$ cat src/hdl/mexp_pkg.sv
// Package: shared width and field type for the modular exponentiation unit.
`default_nettype none
package mexp_pkg;
  localparam int unsigned FIELD_W = 64;
  typedef logic [FIELD_W-1:0] field_t;
endpackage
`default_nettype wire

$ cat src/hdl/mexp_if.sv
// Interfaces: valid/ready request channels for operands and results.
`default_nettype none
interface mexp_req_if;
  import mexp_pkg::*;
  logic   valid;
  logic   ready;
  field_t base;
  field_t exponent;
  field_t modulus;
  modport source (output valid, base, exponent, modulus, input ready);
  modport sink (input valid, base, exponent, modulus, output ready);
endinterface

interface mexp_rsp_if;
  import mexp_pkg::*;
  logic   valid;
  logic   ready;
  field_t result;
  modport source (output valid, result, input ready);
  modport sink (input valid, result, output ready);
endinterface
`default_nettype wire

$ cat src/hdl/modexp_64_unit.sv
// Top level: modular exponentiation by right-to-left square-and-multiply.
// Steps: the base is reduced bit-serially in REDUCE, then per exponent bit one CHECK state
//   plus bit-serial modular multiplies in MUL (multiply if the bit is set, square while bits remain).
//   Modulus or base below 2: straight from IDLE to DONE.
// Throughput: one request at a time; ready only in IDLE, result held until taken, next
//   request accepted in the cycle after the result is taken at the earliest.
// Reset: rst (synchronous, active high) returns the sequencer to IDLE, output invalid.
`default_nettype none
module modexp_64_unit #(
  parameter int unsigned WIDTH = 64
) (
  input  wire logic clk,
  input  wire logic rst,
  mexp_req_if.sink   req,
  mexp_rsp_if.source rsp
);
  import mexp_pkg::*;

  localparam int unsigned CW = $clog2(WIDTH);

  typedef enum logic [2:0] {IDLE, REDUCE, CHECK, MUL, DONE} state_t;
  typedef enum logic {OP_ACC, OP_SQ} op_t;

  state_t           state;
  op_t              op;
  logic [WIDTH-1:0] acc, sq, e, n;
  // shared double-and-add multiplier
  logic [WIDTH-1:0] macc, mx, my;
  logic [CW-1:0]    bitc;
  // reduction of base: restoring bit-serial remainder
  logic [WIDTH-1:0] rem, src;

  // (x + y) mod n, x,y < n
  function automatic logic [WIDTH-1:0] add_mod(input logic [WIDTH-1:0] x,
      input logic [WIDTH-1:0] y, input logic [WIDTH-1:0] m);
    logic [WIDTH-1:0] room;
    room = m - y;
    return (x >= room) ? x - room : x + y;
  endfunction

  logic [WIDTH-1:0] dbl, step_mul;
  logic [WIDTH:0]   rsh;
  always_comb begin
    dbl      = add_mod(macc, macc, n);
    step_mul = my[WIDTH-1] ? add_mod(dbl, mx, n) : dbl;
    rsh      = {rem, src[WIDTH-1]};
  end

  assign req.ready = (state == IDLE);
  assign rsp.valid = (state == DONE);
  assign rsp.result = field_t'(acc);

  always_ff @(posedge clk) begin
    if (rst) begin
      state <= IDLE;
    end else begin
      case (state)
        IDLE: begin
          if (req.valid) begin
            n    <= req.modulus[WIDTH-1:0];
            e    <= req.exponent[WIDTH-1:0];
            src  <= req.base[WIDTH-1:0];
            rem  <= '0;
            bitc <= CW'(WIDTH-1);
            if (req.modulus[WIDTH-1:0] < WIDTH'(2)) begin
              acc   <= '0;
              state <= DONE;
            end else if (req.base[WIDTH-1:0] < WIDTH'(2)) begin
              acc   <= req.base[WIDTH-1:0];
              state <= DONE;
            end else begin
              acc   <= WIDTH'(1);
              state <= REDUCE;
            end
          end
        end
        REDUCE: begin
          // one remainder bit per cycle
          if (rsh >= {1'b0, n}) rem <= WIDTH'(rsh - {1'b0, n});
          else rem <= rsh[WIDTH-1:0];
          src <= {src[WIDTH-2:0], 1'b0};
          if (bitc == '0) state <= CHECK;
          else bitc <= bitc - 1'b1;
          if (bitc == '0) sq <= (rsh >= {1'b0, n}) ? WIDTH'(rsh - {1'b0, n})
                                                   : rsh[WIDTH-1:0];
        end
        CHECK: begin
          macc <= '0;
          bitc <= CW'(WIDTH-1);
          if (e[0]) begin
            op <= OP_ACC; mx <= acc; my <= sq; state <= MUL;
          end else if (e[WIDTH-1:1] == '0) begin
            state <= DONE;
          end else begin
            e <= e >> 1;
            op <= OP_SQ; mx <= sq; my <= sq; state <= MUL;
          end
        end
        MUL: begin
          if (bitc == '0) begin
            macc <= '0;
            bitc <= CW'(WIDTH-1);
            if (op == OP_ACC) begin
              acc <= step_mul;
              if (e[WIDTH-1:1] == '0) begin
                state <= DONE;
              end else begin
                e <= e >> 1;
                op <= OP_SQ; mx <= sq; my <= sq;
              end
            end else begin
              sq    <= step_mul;
              state <= CHECK;
            end
          end else begin
            macc <= step_mul;
            my   <= my << 1;
            bitc <= bitc - 1'b1;
          end
        end
        DONE: begin
          if (rsp.ready) state <= IDLE;
        end
        default: state <= IDLE;
      endcase
    end
  end
endmodule
`default_nettype wire

$ cat src/flat_wrapper.sv
// flat-port wrapper written by rule: the top's interface ports become plain ports
module modexp_64_unit_flat import mexp_pkg::*;
#(
  parameter int unsigned WIDTH = 64
)
  (clk, rst, req_valid, req_base, req_exponent, req_modulus, req_ready, rsp_valid, rsp_result, rsp_ready);
  mexp_req_if req_i ();
  mexp_rsp_if rsp_i ();
  input  wire logic clk;
  input  wire logic rst;
  input wire logic [$bits(req_i.valid)-1:0] req_valid;
  input wire logic [$bits(req_i.base)-1:0] req_base;
  input wire logic [$bits(req_i.exponent)-1:0] req_exponent;
  input wire logic [$bits(req_i.modulus)-1:0] req_modulus;
  output wire logic [$bits(req_i.ready)-1:0] req_ready;
  output wire logic [$bits(rsp_i.valid)-1:0] rsp_valid;
  output wire logic [$bits(rsp_i.result)-1:0] rsp_result;
  input wire logic [$bits(rsp_i.ready)-1:0] rsp_ready;
  assign req_i.valid = req_valid;
  assign req_i.base = req_base;
  assign req_i.exponent = req_exponent;
  assign req_i.modulus = req_modulus;
  assign req_ready = req_i.ready;
  assign rsp_valid = rsp_i.valid;
  assign rsp_result = rsp_i.result;
  assign rsp_i.ready = rsp_ready;
  modexp_64_unit #(.WIDTH(WIDTH)) u_core (.clk(clk), .rst(rst), .req(req_i), .rsp(rsp_i));
endmodule
$ cat config.mk
export PLATFORM = sky130hd
export DESIGN_NAME = modexp_64_unit_flat
export DESIGN_NICKNAME = d
export VERILOG_FILES = /design/src/hdl/mexp_pkg.sv /design/src/hdl/mexp_if.sv /design/src/hdl/modexp_64_unit.sv /design/src/flat_wrapper.sv
export SDC_FILE = /design/constraint.sdc
export NUM_CORES = 2
export LEC_CHECK = 0
export ABC_AREA = 1
export BUFFER_PORTS_ARGS = -buffer_cell sky130_fd_sc_hd__buf_2
export CAP_MARGIN = 20
export CORE_MARGIN = 2
export CORE_UTILIZATION = 25
export CTS_CLUSTER_SIZE = 12
export DETAILED_ROUTE_END_ITERATION = 6
export PLACE_DENSITY_LB_ADDON = 0.05
export SLEW_MARGIN = 10
export SYNTH_ARGS = -nofsm -noshare
export SYNTH_HDL_FRONTEND = slang
export SYNTH_SLANG_ARGS = --single-unit
$ cat constraint.sdc
create_clock -name clk -period 11.36 [get_ports clk]
set_input_delay 1.704 -clock clk [delete_from_list [all_inputs] [get_ports clk]]
set_output_delay 1.704 -clock clk [all_outputs]
set_load 0.03 [all_outputs]
==> key figures <==
Outcome
  – Outcome: completed

Critical path
  – Setup crit end kind: register
  – Buf/Inv on CP: 6
  – Arrival time worst endpoint: 11.08 ns
  – Critical path's slowest cell: o21ai_0
  – CP dominant cell by count: nand2_1
  – Worst Path Required: 11.77 ns
  – CP max stage delay: 0.81 ns
  – CP max FO: 55
  – Critical path class: register to register
  – CP startpoint kind: register
  – CP top delay family: simple AND/OR/NAND/NOR gates

Timing
  – Worst-Margin Slew: 1.22 ns
  – Final Max Slew Viols: 0
  – Tmin final: 10.66 ns
  – Final Hold Fails: 0
  – Max_slew headroom: 0.176
  – Final Setup Violations: 0
  – Setup TNS: 0 ns
  – Clock Skew: 0.0344 ns
  – RSZ-0062 raised after global routing: false
  – Maximum operating frequency: 93.8 MHz
  – Final Cycle Share: 0.939

Synthesis
  – Post-synthesis sequential area ratio: 0.325
  – Fraction of registers with async set/reset: 0
  – Post-synth net total: 8286
  – Synth warnings: 0
  – Register bit total from synthesis: 586
  – Number of synthesized flops with an enable pin: 583
  – Post-synth cell types: 71
  – Ys flop type: edfxtp_1
  – Avg Synthesized Cell Area: 7.00 um^2
  – Mapped Cells: 7722
  – Synth Cell Area: 54000 um^2

GRT
  – Initial antenna violation count: 35
  – Vias in the first global route: 54.2k
  – Grt ovf: 0
  – Total Routing Usage GR: 0.270
  – Pin count of the biggest net entering global routing: 75
  – First-pass GRT wire length: 417 mm

Finish
  – Area Growth Syn to Fin: 14.3%
  – Proportion of layout cells with a drive suffix above 1: 0.0888
  – Number of fillers in the final layout: 23.9k
  – Sequential cell area: 17600 um^2
  – Post-layout util: 0.288
  – Final #Nets: 8584
  – Design area: 61700 um^2
  – Area of the multi-input gates: 30800 um^2

Drt
  – Routed Antenna Nets: 0
  – DRT Wirelength: 303 mm
  – Via count: 55.1k
  – DRC errors left: 0
  – Mean number of vias per cell: 5.04
  – WL/cell: 27.8 um
  – Initial DRT Pass Iterations: 6
  – First DRT Iteration DRCs: 5194

Clocking
  – Root Driver: clkbuf_16
  – Clock Latency Late Sink: 0.73 ns
  – CTS tree: yes
  – H-Tree Depth: 3
  – Longest Clk Path Bufs: 3
  – Post-CTS Setup Inserts: 0
  – CTS buffer count: 81
  – Clock Pin Slew Worst Setup and Hold Paths: 0.07 ns
  – Clock sinks: 586

Min path
  – Min-delay worst type: register to register

Place
  – Dpl hpwl: 259 mm
  – Port bufs: 261
  – GPL Wtd Cong: 0.984
  – Placed cell areas: 59100 um^2

Run
  – Max Cap Violations: 0

Die
  – Area of the core: 215000 um^2
  – FP Rows: 170
  – DIE WIDTH: 469 um
  – Die Area: 220000 um^2
  – Starting Density: 0.252
  – I/O Pins: 262
  – Die H: 469 um
-- final timing paths --
| path | from | end | slack, ns | cells after the start |
|---|---|---|---|---|
| min | u_core.src[56]$_DFFE_PP_ | u_core.src[57]$_DFFE_PP_ | 0.51 | 2 |
| min reg2reg | u_core.src[56]$_DFFE_PP_ | u_core.src[57]$_DFFE_PP_ | 0.51 | 2 |
| max | u_core.macc[0]$_SDFFCE_PN0P_ | u_core.macc[28]$_SDFFCE_PN0P_ | 0.70 | 48 |
| max reg2reg | u_core.macc[0]$_SDFFCE_PN0P_ | u_core.macc[28]$_SDFFCE_PN0P_ | 0.70 | 48 |
-- layer usage --
metal / share of wire / wire length, um / GRT usage
met1: 0.47 / 143000 / 0.387
met2: 0.44 / 132000 / 0.421
met3: 0.059 / 17800 / 0.0305
met4: 0.033 / 9940 / 0.0832
met5: 0.00027 / 82 / 0
-- cells in the final DEF (no fill, tap or decap), types with 52 or more instances in the layout --
cell	instances
nand2_1	1937
nor3_1	73
o21a_1	63
a31oi_1	62
inv_1	1267
ha_1	364
xnor2_1	140
a21oi_1	564
o211ai_1	117
or2_2	65
o21ai_0	614
clkbuf_16	81
nand3_1	301
nor2_1	741
nor4_1	65
xor2_1	147
nand4_1	52
buf_2	262
edfxtp_1	583
buf_4	113
-- Yosys cell counts (5+ instances only) --
| cell | count | area, um^2 |
|---|---|---|
| buf_2 | 7 | 35.0 |
| o211ai_1 | 117 | 878 |
| a21o_1 | 19 | 143 |
| o21a_1 | 64 | 480 |
| nand2_4 | 8 | 90.1 |
| dlygate4sd3_1 | 6 | 60.1 |
| edfxtp_1 | 583 | 17500 |
| a211oi_1 | 14 | 105 |
| clkbuf_1 | 123 | 462 |
| nor2_2 | 11 | 68.8 |
| o21bai_1 | 29 | 218 |
| o21ai_1 | 16 | 80.1 |
| or2_2 | 65 | 407 |
| a21oi_1 | 565 | 2830 |
| o221ai_1 | 6 | 52.6 |
| xnor2_1 | 140 | 1230 |
| a31oi_1 | 63 | 394 |
| nand3_2 | 35 | 350 |
| xor2_1 | 147 | 1290 |
| inv_1 | 1271 | 4770 |
| ha_1 | 364 | 4550 |
| nor4_1 | 68 | 425 |
| o31ai_1 | 5 | 37.5 |
| nand4_1 | 52 | 325 |
| a221oi_1 | 5 | 43.8 |
| nor3_1 | 74 | 370 |
| nor2_1 | 749 | 2810 |
| buf_6 | 14 | 158 |
| nand2_1 | 1940 | 7280 |
| nand3b_1 | 40 | 300 |
| nand3_1 | 301 | 1510 |
| and3_1 | 6 | 37.5 |
| a22oi_1 | 24 | 180 |
| a2111oi_0 | 9 | 78.8 |
| o21ai_0 | 618 | 3090 |
| nand2_2 | 39 | 244 |
| a21boi_0 | 31 | 233 |
| inv_2 | 19 | 71.3 |
| buf_4 | 7 | 52.6 |
-- worst min-delay path, cell delays in order (launching register included) --
cell and delay [ns]:
edfxtp_1 0.31, nand2_1 0.05, nand2_1 0.05
-- registers in the layout, indices dropped and copies added, names as in the netlist --
name,flops
u_core.rsp.result,64
u_core.bitc,6
u_core.mx,64
u_core.sq,64
u_core.n,64
u_core.macc,64
u_core.state,3
u_core.op,1
u_core.e,64
u_core.src,64
u_core.my,64
u_core.rem,64
-- final cells by class --
type	count	share of cell area
Clock buffer	97	0.0338
Multi-Input combinational cell	5675	0.500
Timing Repair Buffer	383	0.0376
Sequential cell	586	0.285
Clock inverter	48	0.00776
Tap cell	2838	0.0575
Inverter	1293	0.0788
Antenna cell	7	0.000284
-- logic make-up (layout without fill, tap and decap cells) --
group | after synthesis | after routing | share of synthesized area
buffers and inverters | 1461 | 1821 | 0.106
AND/OR/NAND/NOR | 3407 | 3407 | 0.267
adder cells (fa/ha/maj) | 368 | 368 | 0.0858
other | 0 | 7 | 0
AO/OA/AOI/OAI | 1613 | 1613 | 0.169
flip-flops | 586 | 586 | 0.325
XOR/XNOR | 287 | 287 | 0.0465
-- repair_timing --
action | in CTS | in global routing
setup endpoints to repair | 0 | 136
hold buffers | 0 | 0
gates resized for setup | 0 | 4
-- through the flow --
| stage | setup WS, ns | instances | hold WS (ns) |
|---|---|---|---|
| detailed placement | 0.558 | 10800 | 0.504 |
| floorplan | 2.77 | 7722 | 0.478 |
| CTS | 0.517 | 10900 | 0.513 |
| finish | 0.697 | 10900 | 0.513 |
| global route | 0.109 | 10900 | 0.522 |
| global placement | 0.677 | 10800 | 0.502 |
Power is not shown: default switching activity piles up to over one toggle a cycle in this logic, so the estimate is an artifact.
